$ cat src/sv/assert_macros.svh
// assertion macros used by the heap queue rtl
// no dependencies; included by the modules that carry assertions
`ifndef ASSERT_MACROS_SVH
`define ASSERT_MACROS_SVH

`ifndef SYNTHESIS
// check on every clock edge while out of reset
`define ASSERT_RST(label, clk, rst, prop) \
  label: assert property (@(posedge clk) disable iff (rst) (prop)) \
    else $error("heap queue assertion failed");
// check on every clock edge, reset included
`define ASSERT_ALWAYS(label, clk, prop) \
  label: assert property (@(posedge clk) (prop)) \
    else $error("heap queue assertion failed");
`else
`define ASSERT_RST(label, clk, rst, prop)
`define ASSERT_ALWAYS(label, clk, prop)
`endif

`endif

$ cat src/sv/bmhq_pkg.sv
// shared types and constants of the binary min-heap queue
// used by the controller, the datapath and the top level
`timescale 1ns / 1ps
`default_nettype none

package bmhq_pkg;

  localparam int CAPACITY = 256;
  localparam int KEY_W = 32;
  localparam int TAG_W = 16;
  localparam int ADDR_W = $clog2(CAPACITY);
  localparam int IDX_W = ADDR_W + 1;
  localparam int CNT_W = $clog2(CAPACITY + 1);
  localparam int ENT_W = KEY_W + TAG_W;
  localparam int IN_DATA_W = ((ENT_W + 7) / 8) * 8;
  localparam int OUT_RAW_W = 2 * ENT_W + CNT_W + 1;
  localparam int OUT_DATA_W = ((OUT_RAW_W + 7) / 8) * 8;
  localparam int STATUS_W = 2;

  typedef enum logic {
    CMD_PUSH = 1'b0,
    CMD_POP  = 1'b1
  } cmd_t;

  typedef enum logic [STATUS_W-1:0] {
    ST_OK    = 2'd0,
    ST_FULL  = 2'd1,
    ST_EMPTY = 2'd2
  } status_t;

  typedef struct packed {
    logic [KEY_W-1:0] key;
    logic [TAG_W-1:0] tag;
  } entry_t;

  typedef enum logic [3:0] {
    S_IDLE,
    S_START,
    S_POP_RD,
    S_POP_LD,
    S_SWIM_RD,
    S_SWIM_CMP,
    S_SINK_RD,
    S_SINK_CMP,
    S_WRITE,
    S_TOP_RD,
    S_DONE
  } state_t;

  // commands from controller to datapath
  typedef struct packed {
    logic load;
    logic start;
    logic rd_pop;
    logic ld_pop;
    logic rd_parent;
    logic swim_swap;
    logic rd_child;
    logic sink_swap;
    logic write_cur;
    logic rd_top;
    logic out_load;
  } ctl_t;

  // status from datapath to controller
  typedef struct packed {
    logic is_pop;
    logic full;
    logic empty;
    logic at_root;
    logic no_child;
    logic swim_less;
    logic sink_stop;
    logic out_free;
  } sts_t;

endpackage

`default_nettype wire

$ cat src/sv/bmhq_ctrl.sv
// sequencer of the heap queue: walks one request through push or pop
// depends on bmhq_pkg; drives the datapath through ctl_t, reads sts_t
`timescale 1ns / 1ps
`default_nettype none

module bmhq_ctrl import bmhq_pkg::*; (
  input  logic clk,
  input  logic rst,
  input  logic in_valid,
  output logic in_ready,
  input  sts_t sts,
  output ctl_t ctl
);

  state_t state;
  state_t state_next;

  always_ff @(posedge clk) begin
    if (rst) begin
      state <= S_IDLE;
    end else begin
      state <= state_next;
    end
  end

  always_comb begin
    state_next = state;
    case (state)
      S_IDLE: begin
        if (in_valid) state_next = S_START;
      end
      S_START: begin
        if (sts.is_pop) begin
          state_next = sts.empty ? S_TOP_RD : S_POP_RD;
        end else begin
          state_next = sts.full ? S_TOP_RD : S_SWIM_RD;
        end
      end
      S_POP_RD:   state_next = S_POP_LD;
      S_POP_LD:   state_next = S_SINK_RD;
      S_SWIM_RD:  state_next = sts.at_root ? S_WRITE : S_SWIM_CMP;
      S_SWIM_CMP: state_next = sts.swim_less ? S_SWIM_RD : S_WRITE;
      S_SINK_RD:  state_next = sts.no_child ? S_WRITE : S_SINK_CMP;
      S_SINK_CMP: state_next = sts.sink_stop ? S_WRITE : S_SINK_RD;
      S_WRITE:    state_next = S_TOP_RD;
      S_TOP_RD:   state_next = S_DONE;
      S_DONE: begin
        if (sts.out_free) state_next = S_IDLE;
      end
      default:    state_next = S_IDLE;
    endcase
  end

  always_comb begin
    ctl = '0;
    in_ready = 1'b0;
    case (state)
      S_IDLE: begin
        in_ready = 1'b1;
        ctl.load = in_valid;
      end
      S_START:    ctl.start = 1'b1;
      S_POP_RD:   ctl.rd_pop = 1'b1;
      S_POP_LD:   ctl.ld_pop = 1'b1;
      S_SWIM_RD:  ctl.rd_parent = !sts.at_root;
      S_SWIM_CMP: ctl.swim_swap = sts.swim_less;
      S_SINK_RD:  ctl.rd_child = !sts.no_child;
      S_SINK_CMP: ctl.sink_swap = !sts.sink_stop;
      S_WRITE:    ctl.write_cur = 1'b1;
      S_TOP_RD:   ctl.rd_top = 1'b1;
      S_DONE:     ctl.out_load = sts.out_free;
      default:    ctl = '0;
    endcase
  end

endmodule

`default_nettype wire

$ cat config.mk
export PLATFORM = sky130hd
export DESIGN_NAME = bmhq_ctrl
export DESIGN_NICKNAME = d
export VERILOG_FILES = /design/src/sv/assert_macros.svh /design/src/sv/bmhq_pkg.sv /design/src/sv/bmhq_ctrl.sv
export SDC_FILE = /design/constraint.sdc
export NUM_CORES = 1
export LEC_CHECK = 0
export ABC_AREA = 1
export BUFFER_PORTS_ARGS = -buffer_cell sky130_fd_sc_hd__buf_2
export CORE_AREA = 4 4 41 43
export CTS_CLUSTER_DIAMETER = 60
export CTS_CLUSTER_SIZE = 30
export DETAILED_ROUTE_END_ITERATION = 7
export DIE_AREA = 0 0 45 47
export GPL_TIMING_DRIVEN = 0
export PLACE_DENSITY = 0.61
export SYNTH_ARGS = -nofsm -noshare
export SYNTH_HDL_FRONTEND = slang
export SYNTH_SLANG_ARGS = --single-unit
$ cat constraint.sdc
create_clock -name clk -period 2 [get_ports clk]
set_input_delay 0.3 -clock clk [delete_from_list [all_inputs] [get_ports clk]]
set_output_delay 0.3 -clock clk [all_outputs]
set_load 0.005 [all_outputs]
==> results of run 1 <==
==> kinds of logic (layout without fill, tap and decap cells) <==
family	after synthesis	after routing	synth area share [%]
compound gates	5	5	5.713
buf+inv	25	50	21.43
flops	4	4	18.29
simple gates	57	57	54.57
==> layout by cell type, fill, tap and decap left out, drive strengths merged <==
master / count
dfxtp: 4
nand3b: 1
nor2: 19
nand2: 26
buf: 22
or2: 1
nand3: 9
inv: 25
o21ai: 3
a21oi: 2
clkbuf: 3
nor4: 1
==> layout make-up <==
type / instances / area, um2
sequential: 4 / 80.08
clock buffer: 3 / 22.52
timing repair buffer: 22 / 110.1
inverter: 25 / 93.84
tap: 15 / 18.77
multi-input combinational: 62 / 264.0
fill: 154 / 711.9
==> routing by layer <==
| metal | vias up | routed length, um | track usage [%] |
|---|---|---|---|
| met1 | 226 | 537 | 16.59 |
| met2 | 24 | 521 | 18.36 |
| met4 | 0 | 0 | 3.509 |
| li1 | 323 | - | - |
| met5 | - | 0 | 0 |
| met3 | 0 | 109 | 2.682 |
==> critical path, cell delays in order (launching register included) <==
cell and delay [ps]:
sky130_fd_sc_hd__dfxtp_1 410, sky130_fd_sc_hd__inv_1 100, sky130_fd_sc_hd__nor2_1 180, sky130_fd_sc_hd__nand2_1 90
sky130_fd_sc_hd__inv_1 60, sky130_fd_sc_hd__buf_2 100
==> power by group through the flow <==
stage / Clock [mW] / Sequential [mW] / Combinational [mW]
6_report: 0.0984 / 0.144 / 0.366
4_1_cts: 0.101 / 0.144 / 0.368
2_1_floorplan: 0 / 0.136 / 0.251
3_5_place_dp: 0 / 0.145 / 0.367
3_3_place_gp: 0 / 0.144 / 0.367
5_1_grt: 0.103 / 0.150 / 0.426
==> final timing paths <==
| check | endpoint | cells after the start | from | slack [ps] |
|---|---|---|---|---|
| max reg2reg | state[0] | 7 | state[3] | 820 |
| min | state[0] | 2 | rst | 270 |
| min reg2reg | state[3] | 4 | state[3] | 740 |
| max | ctl[1] | 5 | state[0] | 530 |
==> results.sh, run 1 <==
export IMPL_fp_coreArea_mm2=0.001301
export IMPL_synth_area_per_cell_um2=4.812
export IMPL_dp_cells=128
export IMPL_layout_min_cycle_time_ps=1475
export IMPL_yosysWarningCount=0
export IMPL_cts_resized=0
export IMPL_ioPinCount=23
export IMPL_power_frac_clock_pct=16.2
export IMPL_p_switching_mw=0.2958
export IMPL_power_switching_share_pct=48.62
export IMPL_synth_fp_nets=102
export IMPL_yosysTopAreaCell="sky130_fd_sc_hd__nand2_1"
export IMPL_clock_sinks=4
export IMPL_cts_hold_repair_buffers=0
export IMPL_synth_sequential_area_ratio_pct=18.29
export IMPL_outcome="completed"
export IMPL_largest_register="state"
export IMPL_detail_route_wirelength_um=1169
export IMPL_fin_ws_ps=525.4
export IMPL_final_hold_violation_count=0
export IMPL_timing_critical_path_fanout_max=6
export IMPL_grt_start_max_net_pins=7
export IMPL_post_route_period_util_pct=73.73
export IMPL_portBuffers=22
export IMPL_synth_area_leaders="sky130_fd_sc_hd__nand2_1, sky130_fd_sc_hd__inv_1, sky130_fd_sc_hd__dfxtp_1"
export IMPL_grt_pass1_vias=478
export IMPL_cp_start_kind="flop"
export IMPL_peak_supply_drop_mv=0.4657
export IMPL_design_area_um2=589.3
export IMPL_regs_by_ff_count="state: 4 flops"
export IMPL_postSynthCellCount=91
export IMPL_place_congestion=0.8083
export IMPL_chipWidth_um=45
export IMPL_cts_max_path_buffers=2
export IMPL_post_dp_cell_area_um2=566.8
export IMPL_clockRootBuffer="sky130_fd_sc_hd__clkbuf_4"
export IMPL_area_growth_pct=34.57
export IMPL_critPathArrivalTime_ps=1170
export IMPL_timing_setup_tns_ps=0
export IMPL_timing_final_setup_violations=0
export IMPL_synth_cell_types=12
export IMPL_synth_edff_count=0
export IMPL_synth_largest_type_area_fraction_pct=22.29
export IMPL_cts_htree_levels=1
export IMPL_dr_total_vias=573
export IMPL_fin_worst_skew_ps=1.571
export IMPL_grtUsageTotal_pct=11.93
export IMPL_synth_seq_cells=4
export IMPL_holdCritPathClass="primary input to flop"
export IMPL_floorplan_die_height_um=47
export IMPL_vias_per_cell=4.374
export IMPL_largest_register_ffs=4
export IMPL_post_layout_total_power_mw=0.6084
export IMPL_initial_core_util_pct=33.65
export IMPL_achievable_frequency_mhz=678.2
export IMPL_synth_async_sr_flop_share_pct=0
export IMPL_ys_flop_type="sky130_fd_sc_hd__dfxtp_1"
export IMPL_finalNonFillerCells=131
export IMPL_layout_nets=129
export IMPL_dpl_hpwl_um=991
export IMPL_internal_power_mw=0.3126
export IMPL_drt_drc_violations_left=0
export IMPL_whs_ps=273.1
export IMPL_syn_cell_area_um2=437.9
export IMPL_tightest_pin_transition_ps=251.7
export IMPL_dieArea_mm2=0.002115
export IMPL_drt_first_iter_violations=10
export IMPL_grt_antenna_before_repair=0
export IMPL_combinationalPowerShare_pct=60.2
export IMPL_maxCapViolations=0
export IMPL_final_layout_size_suffix_gt1_share_pct=25.86
export IMPL_worst_slew_margin_rel_pct=83.16
export IMPL_maxSlewViolCount=0
export IMPL_setup_worst_path_class="flop to output port"
export IMPL_clock_latency_at_the_later_pin_of_the_worst_skew_pair_ps=230
export IMPL_post_cts_setup_buffers=0
export IMPL_post_synth_most_frequent_cells="sky130_fd_sc_hd__nand2_1, sky130_fd_sc_hd__inv_1, sky130_fd_sc_hd__nor2_1, sky130_fd_sc_hd__nand3_1, sky130_fd_sc_hd__dfxtp_1"
export IMPL_critical_path_endpoint_type="output port"
export IMPL_fin_util_pct=45.29
export IMPL_grt_setup_unrepaired="no"
export IMPL_leakagePower_nw=0.4423
export IMPL_tritoncts_clock_tree="built"
export IMPL_firstDrtPassIters=4
export IMPL_grt_pass1_wl_um=1876
export IMPL_required_ps=1700
export IMPL_cts_buffers=3
export IMPL_wl_per_cell_um=8.924
export IMPL_grt_overflow=0
export IMPL_pre_cts_ws_ps=761.7
export IMPL_synth_most_common_cell="sky130_fd_sc_hd__nand2_1"
export IMPL_clk_pin_slew_worst_paths_ps=40
export IMPL_power_sequential_fraction_pct=23.7
export IMPL_power_density_mw_per_mm2=1032
export IMPL_floorplan_rows=13
export IMPL_antenna_violating_nets_post_route=0
export IMPL_insertedDiodeCount=0
Power figures use the tool's default switching activity.
==> run 2, diff against run 1 <==
Clock period 2 ns to 1.4 ns, I/O delays scaled along.
==> run 2 against run 1 <==
Power rose by 48%. Global-route usage unchanged. Clock power is 43% higher. Sequential power up 50%. Worst setup slack lost 470 ps. Core utilization up 1.1 points. First-iteration DRC count is 30% higher. Critical path depth down 2. Cell count unchanged.
==> results.sh, run 2 (synthesis results as in run 1) <==
export IMPL_maxSlewViolCount=0
export IMPL_post_cts_setup_buffers=0
export IMPL_ioPinCount=23
export IMPL_cp_start_kind="flop"
export IMPL_power_density_mw_per_mm2=1490
export IMPL_grt_start_max_net_pins=7
export IMPL_floorplan_rows=13
export IMPL_peak_supply_drop_mv=0.6810
export IMPL_worst_r2r_path_depth=9
export IMPL_clock_latency_at_the_later_pin_of_the_worst_skew_pair_ps=230
export IMPL_cts_hold_repair_buffers=0
export IMPL_leakagePower_nw=0.4440
export IMPL_worstReg2RegStart="state[3]"
export IMPL_critical_path_buf_inv_count=2
export IMPL_post_route_period_util_pct=96.38
export IMPL_vias_per_cell=4.374
export IMPL_insertedDiodeCount=0
export IMPL_worst_slew_margin_rel_pct=83.18
export IMPL_grt_pass1_wl_um=1876
export IMPL_cts_resized=0
export IMPL_design_area_um2=603.1
export IMPL_top_family_by_delay_on_critical_path="flip-flops"
export IMPL_fp_coreArea_mm2=0.001301
export IMPL_tightest_pin_transition_ps=250.0
export IMPL_regToRegSetupSlack_ps=260
export IMPL_cts_buffers=3
export IMPL_largest_register_ffs=4
export IMPL_final_cell_mix="sky130_fd_sc_hd__nand2_1, sky130_fd_sc_hd__inv_1, sky130_fd_sc_hd__buf_2"
export IMPL_timing_critical_path_fanout_max=4
export IMPL_cts_max_path_buffers=2
export IMPL_final_hold_violation_count=0
export IMPL_layout_nets=129
export IMPL_timing_final_setup_violations=0
export IMPL_clock_sinks=4
export IMPL_final_layout_size_suffix_gt1_share_pct=32.76
export IMPL_critical_path_endpoint_type="output port"
export IMPL_dieArea_mm2=0.002115
export IMPL_grt_overflow=0
export IMPL_area_growth_pct=37.71
export IMPL_clockRootBuffer="sky130_fd_sc_hd__clkbuf_4"
export IMPL_cts_htree_levels=1
export IMPL_tritoncts_clock_tree="built"
export IMPL_grt_setup_unrepaired="yes"
export IMPL_portBuffers=22
export IMPL_fin_ws_ps=50.72
export IMPL_clk_pin_slew_worst_paths_ps=40
export IMPL_achievable_frequency_mhz=741.1
export IMPL_initial_core_util_pct=33.65
export IMPL_firstDrtPassIters=4
export IMPL_layout_min_cycle_time_ps=1349
export IMPL_r2r_end="state[0]"
export IMPL_fin_util_pct=46.35
export IMPL_hold_path_cell_count=2
export IMPL_timing_setup_tns_ps=0
export IMPL_drt_drc_violations_left=0
export IMPL_dr_total_vias=573
export IMPL_holdCritPathClass="primary input to flop"
export IMPL_grtUsageTotal_pct=11.93
export IMPL_pre_cts_ws_ps=229.1
export IMPL_critPathArrivalTime_ps=1140
export IMPL_regs_by_ff_count="state: 4 flops"
export IMPL_critical_path_slowest_cell="sky130_fd_sc_hd__dfxtp_1"
export IMPL_wl_per_cell_um=9.031
export IMPL_detail_route_wirelength_um=1183
export IMPL_slowest_cell_delay_on_critical_path_ps=380
export IMPL_drt_first_iter_violations=13
export IMPL_dpl_hpwl_um=991
export IMPL_critical_path_cell_chain="inv_2, nor4_1, buf_2"
export IMPL_worst_hold_path_endpoint="state[0]"
export IMPL_fin_worst_skew_ps=0.6143
export IMPL_num_fill_cells=151
export IMPL_grt_antenna_before_repair=0
export IMPL_maxCapViolations=0
export IMPL_required_ps=1190
export IMPL_largest_register="state"
export IMPL_layout_cells_most_common="sky130_fd_sc_hd__nand2_1"
export IMPL_antenna_violating_nets_post_route=0
export IMPL_grt_pass1_vias=478
export IMPL_chipWidth_um=45
export IMPL_post_dp_cell_area_um2=566.8
export IMPL_floorplan_die_height_um=47
export IMPL_hp_start="rst"
export IMPL_place_congestion=0.8083
export IMPL_setup_worst_path_class="flop to output port"
export IMPL_outcome="completed"
## run 2: cell counts in the layout (fill, tap and decap cells not counted)
Identical to the previous run, type by type.
## run 2: worst register-to-register path, delay by kind of cell, from the launching register on
family	cells	cell delay, ps
buffers and inverters	2	130
flip-flops	1	380
AND/OR/NAND/NOR	7	520
## run 2: metal layers
metal	vias to the layer above	track usage, %	part of all wire [%]
met5	-	0	0
met4	0	3.509	0
met3	0	2.682	8.9
met2	26	18.36	45
met1	226	16.59	46
li1	321	-	-
## run 2: area by class of cell
type | instances | area, um2 | share of cell area (%)
Multi-Input combinational cell | 62 | 274.0 | 45.44
Timing Repair Buffer | 22 | 110.1 | 18.26
Inverter | 25 | 93.84 | 15.56
Sequential cell | 4 | 83.83 | 13.90
Clock buffer | 3 | 22.52 | 3.734
Tap cell | 15 | 18.77 | 3.112
## run 2: stage by stage
stage          hold WS, ps  power [mW]  cells
2_1_floorplan        279.1      0.5534     91
3_3_place_gp         413.6      0.7308    128
3_5_place_dp         417.3      0.7309    128
4_1_cts              174.6      0.8752    131
5_1_grt              184.7      0.9992    131
6_report             176.1      0.8988    131
## run 2: worst max-delay path by stage
stage          cells past startpoint  startpoint  slack (ps)        to
2_1_floorplan                      9    state[1]         380  state[0]
3_3_place_gp                       9    state[0]         240  state[1]
3_5_place_dp                       7    state[3]         230  state[0]
4_1_cts                            5    state[0]           3    ctl[1]
5_1_grt                            6    state[0]         -40    ctl[4]
6_report                           3    state[3]          50    ctl[0]
## run 2: power by group
| group | leakage [nW] | total [mW] | internal [mW] | switching, mW |
|---|---|---|---|---|
| Clock | 0.0138 | 0.141 | 0.0958 | 0.0456 |
| Sequential | 0.0339 | 0.216 | 0.160 | 0.0563 |
| Combinational | 0.396 | 0.541 | 0.204 | 0.337 |
| Total | 0.444 | 0.899 | 0.460 | 0.439 |
==> run 3, diff against run 2 <==
Settings changed: BUFFER_PORTS_ARGS -buffer_cell sky130_fd_sc_hd__buf_2 to unset, DONT_BUFFER_PORTS set to 1, PLACE_DENSITY 0.61 to unset, REMOVE_ABC_BUFFERS set to 1.
==> run 3 against run 2 <==
Critical path depth increased by 1. First-iteration DRC count increased by 69%. Sequential power about the same. Combinational power decreased by 17%. Cell area decreased by 18%. Power decreased by 9.8%. Worst hold slack got worse by 140 ps.
==> results.sh, run 3 (synthesis results as in run 1) <==
export IMPL_ioPinCount=23
export IMPL_pre_cts_ws_ps=218.0
export IMPL_grtUsageTotal_pct=10.82
export IMPL_peak_supply_drop_mv=0.6140
export IMPL_layout_nets=107
export IMPL_clockRootBuffer="sky130_fd_sc_hd__clkbuf_4"
export IMPL_num_fill_cells=169
export IMPL_worstSetupStartpoint="state[3]"
export IMPL_insertedDiodeCount=0
export IMPL_holdCritPathClass="primary input to flop"
export IMPL_worstReg2RegStart="state[3]"
export IMPL_tritoncts_clock_tree="built"
export IMPL_r2r_end="state[0]"
export IMPL_fin_ws_ps=64.01
export IMPL_portBuffers=0
export IMPL_final_layout_size_suffix_gt1_share_pct=12.77
export IMPL_chipWidth_um=45
export IMPL_combinationalPowerShare_pct=55.4
export IMPL_required_ps=1190
export IMPL_detail_route_wirelength_um=1140
export IMPL_firstDrtPassIters=4
export IMPL_grt_pass1_wl_um=1621
export IMPL_grt_overflow=0
export IMPL_dieArea_mm2=0.002115
export IMPL_internal_power_mw=0.3903
export IMPL_dr_total_vias=511
export IMPL_grt_pass1_vias=411
export IMPL_area_growth_pct=13.14
export IMPL_largest_register="state"
export IMPL_power_switching_share_pct=51.85
export IMPL_critical_path_cell_chain="inv_2, nor2_1, nand2_1, inv_1"
export IMPL_grt_start_max_net_pins=7
export IMPL_clock_sinks=4
export IMPL_power_density_mw_per_mm2=1636
export IMPL_p_switching_mw=0.4203
export IMPL_post_route_period_util_pct=95.43
export IMPL_regs_by_ff_count="state: 4 flops"
export IMPL_critical_path_endpoint_type="output port"
export IMPL_final_hold_violation_count=0
export IMPL_drt_drc_violations_left=0
export IMPL_clock_latency_at_the_later_pin_of_the_worst_skew_pair_ps=240
export IMPL_critPathArrivalTime_ps=1130
export IMPL_dpl_hpwl_um=927.3
export IMPL_cts_htree_levels=1
export IMPL_worst_slew_margin_rel_pct=81.66
export IMPL_cts_hold_repair_buffers=0
export IMPL_layout_min_cycle_time_ps=1336
export IMPL_wl_per_cell_um=10.46
export IMPL_cts_max_path_buffers=2
export IMPL_fp_coreArea_mm2=0.001301
export IMPL_maxSlewViolCount=0
export IMPL_slowest_cell_delay_on_critical_path_ps=420
export IMPL_setup_worst_path_class="flop to output port"
export IMPL_fin_worst_skew_ps=4.671
export IMPL_worstSetupEndpoint="ctl[2]"
export IMPL_initial_core_util_pct=33.65
export IMPL_maxCapViolations=0
export IMPL_post_cts_setup_buffers=0
export IMPL_tightest_pin_transition_ps=272.8
export IMPL_clk_pin_slew_worst_paths_ps=40
export IMPL_final_cell_mix="sky130_fd_sc_hd__nand2_1, sky130_fd_sc_hd__inv_1, sky130_fd_sc_hd__nor2_1"
export IMPL_floorplan_rows=13
export IMPL_power_sequential_fraction_pct=26.2
export IMPL_drt_first_iter_violations=22
export IMPL_largest_register_ffs=4
export IMPL_layout_cells_most_common="sky130_fd_sc_hd__nand2_1"
export IMPL_grt_antenna_before_repair=0
export IMPL_critical_path_slowest_cell="sky130_fd_sc_hd__dfxtp_1"
export IMPL_achievable_frequency_mhz=748.5
export IMPL_whs_ps=34.88
export IMPL_vias_per_cell=4.688
export IMPL_worst_r2r_path_depth=7
export IMPL_place_congestion=0.8431
export IMPL_timing_critical_path_fanout_max=4
export IMPL_timing_final_setup_violations=0
export IMPL_regToRegSetupSlack_ps=180
export IMPL_outcome="completed"
export IMPL_antenna_violating_nets_post_route=0
export IMPL_power_frac_clock_pct=18.4
export IMPL_cp_start_kind="flop"
export IMPL_floorplan_die_height_um=47
export IMPL_cts_buffers=3
export IMPL_leakagePower_nw=0.3412
-- run 3: cell types whose count changed in the layout (fill, tap and decap cells not counted), sizes merged --
cell and change:
buf -22
-- run 3: worst min path at each step --
stage / from / endpoint / slack [ps] / cells after the start
after floorplan: rst / state[2] / 280 / 1
after global placement: rst / state[0] / 280 / 1
after detailed placement: rst / state[0] / 280 / 1
after CTS: rst / state[2] / 30 / 1
after global routing: rst / state[3] / 20 / 1
final: rst / state[2] / 30 / 1
-- run 3: metal layers --
layer | global-route usage (%) | routed length [um] | up-vias | share of wire (%)
met3 | 3.831 | 92 | 2 | 8.1
met4 | 5.263 | 17 | 0 | 1.5
met5 | 0 | 0 | - | 0
met2 | 16.67 | 520 | 29 | 46
li1 | - | - | 276 | -
met1 | 13.41 | 510 | 204 | 45
-- run 3: stage by stage --
step                instance area (um2)  cells  total power [mW]  utilization (%)  setup TNS [ps]
CTS                               479.2    109            0.7958            36.83               0
global route                      495.5    109            0.8875            38.08         -0.1051
global placement                  456.7    106            0.6435            35.10               0
floorplan                         437.9     91            0.5534                -               0
detailed placement                456.7    106            0.6440            35.10               0
finish                            495.5    109            0.8106            38.08               0
-- run 3: layout make-up --
cell class	count	area (um2)	area share, %
tap	15	18.77	3.788
multi-input combinational	62	280.3	56.57
clock buffer	3	22.52	4.545
inverter	25	93.84	18.94
sequential	4	80.08	16.16
-- run 3: repair_timing --
| action | 4_1_cts | 5_1_grt |
|---|---|---|
| setup endpoints to repair | 0 | 2 |
| resized for setup | 0 | 5 |
| hold endpoints to repair | 0 | 0 |
-- run 3: worst max-delay path: cells and delay by family (launching register included) --
family,cells,cell delay (ps)
AND/OR/NAND/NOR,2,300
flip-flops,1,420
buffers and inverters,2,160
-- run 3: power groups by stage --
| stage | sequential (mW) | clock (mW) | combinational [mW] |
|---|---|---|---|
| after floorplan | 0.194 | 0 | 0.359 |
| after global placement | 0.206 | 0 | 0.437 |
| after detailed placement | 0.207 | 0 | 0.437 |
| after CTS | 0.205 | 0.151 | 0.440 |
| after global routing | 0.218 | 0.161 | 0.508 |
| final | 0.213 | 0.149 | 0.449 |
